**src/rtl/core/b64d_pkg.sv**
```systemverilog
// shared types, codes and the alphabet lookup for the base64 stream decoder
// no dependencies
package b64d_pkg;

    // input selector codes (carried in tuser)
    localparam logic OP_DATA   = 1'b0;
    localparam logic OP_FINISH = 1'b1;

    // result kind codes (carried in tuser)
    localparam logic KIND_DATA   = 1'b0;
    localparam logic KIND_STATUS = 1'b1;

    // status codes
    localparam logic ST_OK  = 1'b0;
    localparam logic ST_ERR = 1'b1;

    // decoded character classes beyond the 64 alphabet values
    localparam logic [6:0] VAL_PAD = 7'd64;
    localparam logic [6:0] VAL_BAD = 7'd65;

    // alphabet characters
    localparam logic [7:0] CH_UPPER_A = 8'h41;
    localparam logic [7:0] CH_UPPER_Z = 8'h5a;
    localparam logic [7:0] CH_LOWER_A = 8'h61;
    localparam logic [7:0] CH_LOWER_Z = 8'h7a;
    localparam logic [7:0] CH_DIGIT_0 = 8'h30;
    localparam logic [7:0] CH_DIGIT_9 = 8'h39;
    localparam logic [7:0] CH_PLUS    = 8'h2b;
    localparam logic [7:0] CH_SLASH   = 8'h2f;
    localparam logic [7:0] CH_EQUAL   = 8'h3d;

    localparam logic [7:0] OFS_LOWER = 8'd26;
    localparam logic [7:0] OFS_DIGIT = 8'd52;
    localparam logic [6:0] VAL_PLUS  = 7'd62;
    localparam logic [6:0] VAL_SLASH = 7'd63;

    // depth of the job queue between front and back
    localparam int QUEUE_DEPTH_DEF = 2;

    // one queued job: one to three results
    typedef struct packed {
        logic            kind;
        logic            status;
        logic [1:0]      count;   // results in this job, 1..3
        logic [2:0][7:0] bytes;   // bytes[0] goes out first
    } t_job;

    function automatic logic [6:0] char_value(input logic [7:0] c);
        logic [7:0] v;
        v = 8'd0;
        if (c >= CH_UPPER_A && c <= CH_UPPER_Z) begin
            v = c - CH_UPPER_A;
            return v[6:0];
        end
        if (c >= CH_LOWER_A && c <= CH_LOWER_Z) begin
            v = c - CH_LOWER_A + OFS_LOWER;
            return v[6:0];
        end
        if (c >= CH_DIGIT_0 && c <= CH_DIGIT_9) begin
            v = c - CH_DIGIT_0 + OFS_DIGIT;
            return v[6:0];
        end
        if (c == CH_PLUS)  return VAL_PLUS;
        if (c == CH_SLASH) return VAL_SLASH;
        if (c == CH_EQUAL) return VAL_PAD;
        return VAL_BAD;
    endfunction

endpackage

```
**src/rtl/core/b64d_front.sv**
```systemverilog
// front part: accepts characters, tracks quartet state and builds result jobs
// depends on b64d_pkg
module b64d_front (
    input  logic             i_clk,
    input  logic             i_rst_n,
    input  logic             i_accept,
    input  logic             i_op,
    input  logic [7:0]       i_char,
    input  logic             i_chunk_end,
    output logic             o_push,
    output b64d_pkg::t_job   o_job
);

    logic [5:0] r_held0, r_held1, r_held2;
    logic [5:0] n_held0, n_held1, n_held2;
    logic [1:0] r_count, n_count;
    logic       r_third_pad, n_third_pad;
    logic       r_done, n_done;
    logic       r_err, n_err;

    logic [6:0] val;
    logic       is_pad;
    logic       pad4;
    logic [5:0] d;
    logic       want;       // a result is produced
    logic       rep;        // the result is a status report
    logic       rep_status;

    always_comb begin
        val         = b64d_pkg::char_value(i_char);
        is_pad      = (val == b64d_pkg::VAL_PAD);
        pad4        = is_pad;
        d           = pad4 ? 6'd0 : val[5:0];
        n_held0     = r_held0;
        n_held1     = r_held1;
        n_held2     = r_held2;
        n_count     = r_count;
        n_third_pad = r_third_pad;
        n_done      = r_done;
        want        = 1'b0;
        rep         = 1'b0;
        rep_status  = b64d_pkg::ST_ERR;

        if (r_err) begin
            want = 1'b1;
            rep  = 1'b1;
        end else if (i_op == b64d_pkg::OP_FINISH) begin
            want = 1'b1;
            rep  = 1'b1;
            if (r_count == 2'd0) begin
                n_done     = 1'b1;
                rep_status = b64d_pkg::ST_OK;
            end
        end else if (r_done || val == b64d_pkg::VAL_BAD) begin
            want = 1'b1;
            rep  = 1'b1;
        end else if (r_count < 2'd2) begin
            if (is_pad) begin
                want = 1'b1;
                rep  = 1'b1;
            end else begin
                if (r_count[0]) n_held1 = val[5:0];
                else            n_held0 = val[5:0];
                n_count = r_count + 2'd1;
            end
        end else if (r_count == 2'd2) begin
            n_third_pad = is_pad;
            n_held2     = is_pad ? 6'd0 : val[5:0];
            n_count     = 2'd3;
        end else begin
            // fourth character closes the quartet
            want = 1'b1;
            if (r_third_pad && !pad4) begin
                rep = 1'b1;
            end else begin
                if (r_third_pad || pad4) begin
                    n_done = 1'b1;
                    if (!i_chunk_end) rep = 1'b1;
                end
                if (!rep) begin
                    n_count     = 2'd0;
                    n_third_pad = 1'b0;
                end
            end
        end
        n_err = r_err | (want & rep & (rep_status == b64d_pkg::ST_ERR));
    end

    always_comb begin
        o_push = i_accept & want;
        if (rep) begin
            o_job.kind   = b64d_pkg::KIND_STATUS;
            o_job.status = rep_status;
            o_job.count  = 2'd1;
            o_job.bytes  = '0;
        end else begin
            o_job.kind     = b64d_pkg::KIND_DATA;
            o_job.status   = b64d_pkg::ST_OK;
            o_job.count    = r_third_pad ? 2'd1 : (pad4 ? 2'd2 : 2'd3);
            o_job.bytes[0] = {r_held0, r_held1[5:4]};
            o_job.bytes[1] = {r_held1[3:0], r_held2[5:2]};
            o_job.bytes[2] = {r_held2[1:0], d};
        end
    end

    always_ff @(posedge i_clk) begin
        if (!i_rst_n) begin
            r_held0     <= '0;
            r_held1     <= '0;
            r_held2     <= '0;
            r_count     <= '0;
            r_third_pad <= 1'b0;
            r_done      <= 1'b0;
            r_err       <= 1'b0;
        end else if (i_accept) begin
            r_held0     <= n_held0;
            r_held1     <= n_held1;
            r_held2     <= n_held2;
            r_count     <= n_count;
            r_third_pad <= n_third_pad;
            r_done      <= n_done;
            r_err       <= n_err;
        end
    end

endmodule

```
**src/rtl/core/b64d_queue.sv**
```systemverilog
// short job queue between the front and the back part
// depends on b64d_pkg
module b64d_queue #(
    parameter int DEPTH = b64d_pkg::QUEUE_DEPTH_DEF
) (
    input  logic           i_clk,
    input  logic           i_rst_n,
    input  logic           i_push,
    input  b64d_pkg::t_job i_job,
    input  logic           i_pop,
    output logic           o_full,
    output logic           o_empty,
    output b64d_pkg::t_job o_job
);

    localparam int PW = (DEPTH > 1) ? $clog2(DEPTH) : 1;
    localparam int CW = $clog2(DEPTH + 1);

    b64d_pkg::t_job r_mem [DEPTH];
    logic [PW-1:0]  r_wr_ptr, r_rd_ptr;
    logic [CW-1:0]  r_fill;

    assign o_full  = (r_fill == CW'(DEPTH));
    assign o_empty = (r_fill == '0);
    assign o_job   = r_mem[r_rd_ptr];

    function automatic logic [PW-1:0] ptr_inc(input logic [PW-1:0] p);
        return (p == PW'(DEPTH - 1)) ? '0 : p + PW'(1);
    endfunction

    always_ff @(posedge i_clk) begin
        if (i_push) r_mem[r_wr_ptr] <= i_job;
    end

    always_ff @(posedge i_clk) begin
        if (!i_rst_n) begin
            r_wr_ptr <= '0;
            r_rd_ptr <= '0;
            r_fill   <= '0;
        end else begin
            if (i_push) r_wr_ptr <= ptr_inc(r_wr_ptr);
            if (i_pop)  r_rd_ptr <= ptr_inc(r_rd_ptr);
            if (i_push && !i_pop)      r_fill <= r_fill + CW'(1);
            else if (!i_push && i_pop) r_fill <= r_fill - CW'(1);
        end
    end

endmodule

```
**src/rtl/core/b64d_back.sv**
```systemverilog
// back part: takes jobs off the queue and sends their results one per cycle while the result side is ready
// depends on b64d_pkg
module b64d_back (
    input  logic           i_clk,
    input  logic           i_rst_n,
    input  logic           i_empty,
    input  b64d_pkg::t_job i_job,
    output logic           o_pop,
    output logic           o_valid,
    input  logic           i_ready,
    output logic           o_kind,
    output logic [7:0]     o_byte,
    output logic           o_status,
    output logic           o_last
);

    b64d_pkg::t_job r_job;
    logic           r_valid;
    logic [1:0]     r_idx;
    logic           free;

    assign o_last   = (r_idx == (r_job.count - 2'd1));
    assign free     = !r_valid || (i_ready && o_last);
    assign o_pop    = free && !i_empty;
    assign o_valid  = r_valid;
    assign o_kind   = r_job.kind;
    assign o_status = r_job.status;

    always_comb begin
        case (r_idx)
            2'd1:    o_byte = r_job.bytes[1];
            2'd2:    o_byte = r_job.bytes[2];
            default: o_byte = r_job.bytes[0];
        endcase
    end

    always_ff @(posedge i_clk) begin
        if (o_pop) r_job <= i_job;
    end

    always_ff @(posedge i_clk) begin
        if (!i_rst_n) begin
            r_valid <= 1'b0;
            r_idx   <= '0;
        end else if (free) begin
            r_valid <= !i_empty;
            r_idx   <= '0;
        end else if (i_ready) begin
            r_idx   <= r_idx + 2'd1;
        end
    end

endmodule

```
**src/rtl/core/base64_stream_decoder_unit.sv**
```systemverilog
// top level of the streaming base64 decoder
// depends on b64d_pkg, b64d_front, b64d_queue, b64d_back

// Streaming base64 decoder, standard alphabet with '=' padding. One character
// request is taken per clock while the job queue has room; tuser selects a data
// character (0) or a finish (1), tlast marks the last character of a chunk. A
// character that closes a quartet gives one to three byte results (fewer where
// padding stands, a padded quartet must close its chunk and ends the stream);
// errors, finish requests and everything after an error give one status report,
// and errors stay until reset. The front part updates quartet state in the cycle
// a request is taken and queues a job, the back part sends one result per clock
// from an output register, so the input side takes one character per cycle as
// long as the result side keeps up: a full quartet of four characters gives
// three results. The input stalls only when the job queue (QUEUE_DEPTH jobs)
// fills up: under result backpressure, or, with the default depth, when report
// requests follow right behind a quartet that gives two or three bytes. A job
// passes through the job queue and then the back part's output register.
module base64_stream_decoder_unit #(
    parameter int QUEUE_DEPTH = b64d_pkg::QUEUE_DEPTH_DEF
) (
    input  logic        i_clk,
    input  logic        i_rst_n,
    // character requests
    input  logic        i_s_tvalid,
    output logic        o_s_tready,
    input  logic [7:0]  i_s_tdata,   // [7:0] char_in
    input  logic        i_s_tlast,   // chunk_end
    input  logic        i_s_tuser,   // [0] operation
    // results
    output logic        o_m_tvalid,
    input  logic        i_m_tready,
    output logic [15:0] o_m_tdata,   // [7:0] byte_out, [8] status, [15:9] zero
    output logic        o_m_tlast,   // is_last
    output logic        o_m_tuser    // [0] kind
);

    logic           accept;
    logic           push;
    logic           pop;
    logic           q_full;
    logic           q_empty;
    b64d_pkg::t_job f_job;
    b64d_pkg::t_job q_job;
    logic [7:0]     res_byte;
    logic           res_status;

    // a request is taken whenever the queue has room for its job
    assign o_s_tready = !q_full;
    assign accept     = i_s_tvalid && o_s_tready;

    b64d_front u_front (
        .i_clk       (i_clk),
        .i_rst_n     (i_rst_n),
        .i_accept    (accept),
        .i_op        (i_s_tuser),
        .i_char      (i_s_tdata),
        .i_chunk_end (i_s_tlast),
        .o_push      (push),
        .o_job       (f_job)
    );

    b64d_queue #(
        .DEPTH (QUEUE_DEPTH)
    ) u_queue (
        .i_clk   (i_clk),
        .i_rst_n (i_rst_n),
        .i_push  (push),
        .i_job   (f_job),
        .i_pop   (pop),
        .o_full  (q_full),
        .o_empty (q_empty),
        .o_job   (q_job)
    );

    b64d_back u_back (
        .i_clk    (i_clk),
        .i_rst_n  (i_rst_n),
        .i_empty  (q_empty),
        .i_job    (q_job),
        .o_pop    (pop),
        .o_valid  (o_m_tvalid),
        .i_ready  (i_m_tready),
        .o_kind   (o_m_tuser),
        .o_byte   (res_byte),
        .o_status (res_status),
        .o_last   (o_m_tlast)
    );

    // pack result fields, lowest first
    assign o_m_tdata = {7'd0, res_status, res_byte};

endmodule

```
**config.mk**
```make
export PLATFORM = sky130hd
export DESIGN_NAME = base64_stream_decoder_unit
export DESIGN_NICKNAME = d
export VERILOG_FILES = /design/src/rtl/core/b64d_pkg.sv /design/src/rtl/core/b64d_front.sv /design/src/rtl/core/b64d_queue.sv /design/src/rtl/core/b64d_back.sv /design/src/rtl/core/base64_stream_decoder_unit.sv
export SDC_FILE = /design/constraint.sdc
export NUM_CORES = 1
export LEC_CHECK = 0
export BUFFER_PORTS_ARGS = -buffer_cell sky130_fd_sc_hd__buf_2
export CAP_MARGIN = 20
export CORE_ASPECT_RATIO = 1.5
export CORE_MARGIN = 4
export CORE_UTILIZATION = 65
export DETAILED_ROUTE_END_ITERATION = 8
export PLACE_DENSITY = 0.84
export SLEW_MARGIN = 20
export SYNTH_ARGS = -nofsm -noshare
export SYNTH_HDL_FRONTEND = slang
export SYNTH_HIERARCHICAL = 1
export SYNTH_SLANG_ARGS = --single-unit
```
**constraint.sdc**
```tcl
create_clock -name i_clk -period 11.05 [get_ports i_clk]
set_input_delay 2.21 -clock i_clk [delete_from_list [all_inputs] [get_ports i_clk]]
set_output_delay 2.21 -clock i_clk [all_outputs]
set_load 0.01 [all_outputs]
```
After elaboration in Yosys (flattened, before gate mapping)
Memories as Yosys holds them, arrays and structs flattened. A register that Yosys moved wholly into a read port is not among the register bits.
Cells that the tools add are included.
Operators by class
  equality and inequality tests: 20
  magnitude comparators: 7
  bitwise logic cells: 11
  muxes and demuxes: 83
  add/sub/neg operators: 12
  reduce and logical (&&, ||, !) cells: 29
Operator list (number)
  2-to-1 mux 7 bit: 13
  2-to-1 mux 1 bit: 59
  2-to-1 mux 28 bit: 1
  AND reduction 7 bit: 4
  == test 8 x 6 -> 1 bit, second input constant: 3
  greater-or-equal comparator 8 x 7 -> 1 bit, second input constant: 2
  <= comparator 8 x 7 -> 1 bit, second input constant: 2
  2-to-1 mux 2 bit: 8
  case mux 8 bit (2 select lines): 1
  == test 7 bit, second input constant: 2
  subtractor 7 bit, second input constant: 2
  inequality test 2 bit, second input constant: 5
  logical AND 1 bit: 9
  greater-or-equal comparator 8 x 6 -> 1 bit, second input constant: 1
  <= comparator 8 x 6 -> 1 bit, second input constant: 1
  AND reduction 8 bit: 1
  adder 7 x 5 -> 7 bit, second input constant: 1
  adder 7 x 6 -> 7 bit, second input constant: 1
  inverter 1 bit: 7
  subtractor 7 x 6 -> 7 bit, second input constant: 1
  adder 2 x 1 -> 2 bit, second input constant: 3
  == test 2 bit, second input constant: 3
  logical NOT 1 bit: 6
  2-to-1 mux 6 bit: 1
  14 further kinds: 25
Storage, ports and cells
  register bits after elaboration: 30
  input port bits: 14
  memories: 1
  RAM bits: 56
  output and inout port bits: 20
Memories
  u_queue.r_mem: depth 2, bits a word 28, read ports 1, clocked after memory_dff 1, write ports 1, RTL line b64d_queue.sv:19  | b64d_pkg::t_job r_mem [DEPTH];

Longest topological paths before layout
  depth in word-level cells: 42
  depth in mapped cells: 14
  depth with buffers taken out: 13

Modules after synthesis
The synthesis kept the hierarchy.
Modules (own cells, without submodules)
  b64d_queue: cells an instance 109, times used 1, area each 2243.4 µm²
  b64d_front: cells an instance 229, times used 1, area each 1843.0 µm²
  b64d_back: cells an instance 77, times used 1, area each 1179.9 µm²
  base64_stream_decoder_unit: cells an instance 11, times used 1, area each 73.8 µm²

Least setup slack after synthesis
OpenSTA, ideal clock, no wires.
  kind: input port to flip-flop
  start point: input port i_s_tdata[1]
  end point: memory u_queue/r_mem[0][0] (netlist bit), enable pin
  path slack: 4.702 ns
  setup time: 0.418 ns
  data arrival time: 5.931 ns
  data required time: 10.632 ns
  cell stages on the path: 11
  cell sequence: buf_2 inv_1 ha_1 nor4bb_1 xnor2_1 nand2_1 a221o_1 nor4_2 o211ai_1 a31oi_1 nor2b_1
Between the ends
  word-level cells in the longest chain between the ends: 23
  elaborated cells on any way between the ends: 62
  those cells by class: add/sub: 5; order compare: 6; eq/ne: 5; mux: 41; bitwise: 1; reduce/logical: 4
Ends and longest elaborated chain
  start: declaration: RTL line base64_stream_decoder_unit.sv:26  | input logic [7:0] i_s_tdata,
  subtractor 7 bit, or another cell as far along: RTL line b64d_pkg.sv:56  | v = c - CH_LOWER_A + OFS_LOWER;
  adder 7 x 5 -> 7 bit, or another cell as far along: RTL line b64d_pkg.sv:56
  2-to-1 mux 7 bit (2 in series): RTL line b64d_pkg.sv:55  | if (c >= CH_LOWER_A && c <= CH_LOWER_Z) begin
  2-to-1 mux 7 bit: RTL line b64d_pkg.sv:59  | if (c >= CH_DIGIT_0 && c <= CH_DIGIT_9) begin
  2-to-1 mux 7 bit: RTL line b64d_pkg.sv:63  | if (c == CH_PLUS) return VAL_PLUS;
  2-to-1 mux 7 bit: RTL line b64d_pkg.sv:64  | if (c == CH_SLASH) return VAL_SLASH;
  2-to-1 mux 7 bit: RTL line b64d_pkg.sv:65  | if (c == CH_EQUAL) return VAL_PAD;
  2-to-1 mux 7 bit: RTL line b64d_pkg.sv:66  | return VAL_BAD;
  (+7 left out)
  2-to-1 mux 1 bit: RTL line b64d_front.sv:57  | end else if (r_count < 2'd2) begin
  2-to-1 mux 1 bit (*): RTL line b64d_front.sv:54  | end else if (r_done || val == b64d_pkg::VAL_BAD) begin
  2-to-1 mux 1 bit (*): RTL line b64d_front.sv:47  | end else if (i_op == b64d_pkg::OP_FINISH) begin
  2-to-1 mux 1 bit (*): RTL line b64d_front.sv:44  | if (r_err) begin
  bitwise AND 1 bit (*): RTL line b64d_front.sv:90  | o_push = i_accept & want;
  named net push: RTL line base64_stream_decoder_unit.sv:38  | logic push;
  2-to-1 mux 1 bit (*): RTL line b64d_queue.sv:32  | if (i_push) r_mem[r_wr_ptr] <= i_job;
  2-to-1 mux 1 bit (not written as such) (*): RTL line b64d_queue.sv:32
  end: declaration: RTL line b64d_queue.sv:19
The timed path passes the listed nets; every way through them passes the cells marked *. The select of a mux whose other input is x is not followed.

Final worst setup path
  start point: input port i_s_tdata[2]
  end point: memory u_queue/r_mem[0][4] (netlist bit), enable pin
The elaborated chain is that of the path after synthesis.

==> run metrics <==
HPWL Detailed 6.782 mm; Die H 119.0 um; Slew Viols, Final 0; FF+latch area 3143 sq um; Synth Flop Type edfxtp_1; Power Density 223.4 nW/um^2; TNS Setup 0 ps; total clock sinks 115; n_diodes 0; Levels on crit path 12; Post-DRT Antenna Nets 0; Max clock buf depth 2; hold crit path type flop to flop; post-synth top area share 0.4724; Critical Path End Type flop; Min-Delay Path Depth 2; max-capacitance violation count 0; number of global-route vias before repair 3385; input/output buffers 26; top cells by area, synth edfxtp_1, dfxtp_1, mux2_2, and2_1, ha_1; die area 9759 sq um; vias per cell 5.858; post-route cell area 6030 sq um; synth unique cells 67; critical path's top delay family compound AO/OA/AOI/OAI gates; count leader, synth edfxtp_1; Least-Margin Pin Slew 676.5 ps; CP Data Required Time 11100 ps; critical path class input pin to flop; Core Area 8008 sq um; post-CTS setup repair buffer count 0; Cell Chain, Critical Path buf_2 -> inv_1 -> ha_1 -> a21o_1 -> a31oi_2 -> and2_1 -> a221o_1 -> a21oi_1 -> o211ai_1 -> a31oi_1 -> nor2b_2 -> buf_4; Critical Path Slowest Stage Cell a21oi_1; Syn Area/Cell 12.54 sq um; post-CTS resize count 0; Layout area overhead 12.91%; Tot GR Track Use 0.2221; Peak Freq 0.1803 GHz; largest net degree at the start of global routing 31; WL/cell 17.27 um; Slew HR 0.5490; iteration count of the initial detailed-routing pass 5; multi-input logic area 2008 sq um; crit path max fanout 29; CTS tree yes; Critical Path Start Type input pin; top cells by instance count after synthesis edfxtp_1, and2_1, dfxtp_1, nor2_1, mux2_2; GRT overflow 0; Final Hold Viols 0; post-synth top area cell edfxtp_1; asr flop ratio synth 0; Final period util 0.5018; Placer Congestion 0.9434; CTS Buf Count 17; CP arrival 5600 ps; initial antenna violation count 0; EDFF count, synth 84; worst reg2reg path depth 8; clk root buf clkbuf_16; Die Width 82.01 um; Cells after Synth 426; sequential element share of the synthesized area 0.5886; DRT Wirelength 9.962 mm; Mapped Area 5340 sq um; initial drt markers 239; CTS Hold Bufs 0; Layout fillers 505; Worst Skew 7.651 ps; clock edge transition at the registers on the reported setup and hold paths 50 ps; Synth Register Bits 115; RSZ-0062 raised after global routing no; dpl cells 545; Max stage delay on crit path 560 ps; global-route wire length before repair 15.92 mm; share of cells above drive strength 1 0.2140; crit path buf inv count 3; Initial Util 0.6669; H-tree depth 4; via count 3380; Final min period 5545 ps; non-filler cells, final 577; clk_lat worst skew 400 ps; Remaining DRCs 0; site row count 40; Top Ports 34; Static Leak 0.002258 uW; Max VDD drop 0.1368 mV; final setup violation count 0; nets@finish 488; outcome complete, no violations; area of placed instances 5522 sq um; yosys warns 6
## layout by cell type, fill, tap and decap left out, types with 6 or more instances in the layout
cell type | Yosys | final
inv_1 | 17 | 17
ha_1 | 15 | 15
dfxtp_1 | 31 | 31
conb_1 | 1 | 7
buf_2 | 3 | 26
nand3_1 | 6 | 6
o21ai_0 | 14 | 14
a21oi_1 | 15 | 15
mux2_2 | 28 | 28
clkbuf_16 | 0 | 17
mux2i_1 | 18 | 18
edfxtp_1 | 84 | 84
and2_1 | 31 | 31
nor2_1 | 31 | 31
nand2_1 | 27 | 27
a22oi_1 | 8 | 8
## state kept, by name (all words and copies together), names as in the netlist, 2 cells and up, named ones only
name and flops:
u_front/r_held1 6, u_back/r_job 26, u_back/r_idx 2, u_front/r_held0 6, u_front/r_held2 6, u_queue/r_mem 56, u_queue/r_fill 2, u_front/r_count 2
## layout make-up
cell class	count	share of cell area
flip-flops and latches	115	0.5213
repair buffers	31	0.02781
well taps	105	0.02179
inverters	19	0.01183
clock buffers	23	0.07761
multi-input cells	275	0.3331
clock inverters	9	0.006640
## path summary, 6_finish.rpt
kind,end,slack [ps],from
max,u_queue/r_mem[0][4],5500,i_s_tdata[2]
min reg2reg,u_front/r_held1[3],470,u_front/r_held1[3]
max reg2reg,u_queue/r_fill[1],8570,u_back/r_job[25]
min,u_front/r_held1[3],470,u_front/r_held1[3]
## kinds of logic after synthesis
family | count (synthesis) | synth area share
xor+xnor | 5 | 0.008202
buf+inv | 42 | 0.04006
compound gates | 80 | 0.1099
fa+ha+maj | 15 | 0.03515
simple gates | 121 | 0.1221
other cells | 1 | 0.0007022
flops | 115 | 0.5886
mux | 47 | 0.09536
## report_power, final
part / switching, uW / internal [uW]
combinational: 163 / 118
sequential: 30.7 / 581
clock: 163 / 291
## worst min-delay path, stage by stage (launching register included)
cell and delay [ps]:
dfxtp_1 300, nand2_1 60, a21oi_1 60
## routing by layer
layer  track usage  routed length, um
met5             0                  0
met4        0.1351                354
met3       0.05522                360
met2        0.3856               5433
met1        0.2318               3813
## metrics by stage
step | worst slack, ps | utilization | hold slack (ps) | power (uW)
final | 5505 | 0.7530 | 466.8 | 1347
after global routing | 5289 | 0.7530 | 485.2 | 1414
after CTS | 5594 | 0.7530 | 458.8 | 1356
after detailed placement | 5170 | 0.6895 | 452.0 | 895.4
after global placement | 5249 | 0.6895 | 440.7 | 884.2
after floorplan | 4702 | - | 431.7 | 826.5
No activity file was read; power rests on OpenSTA's default activity.
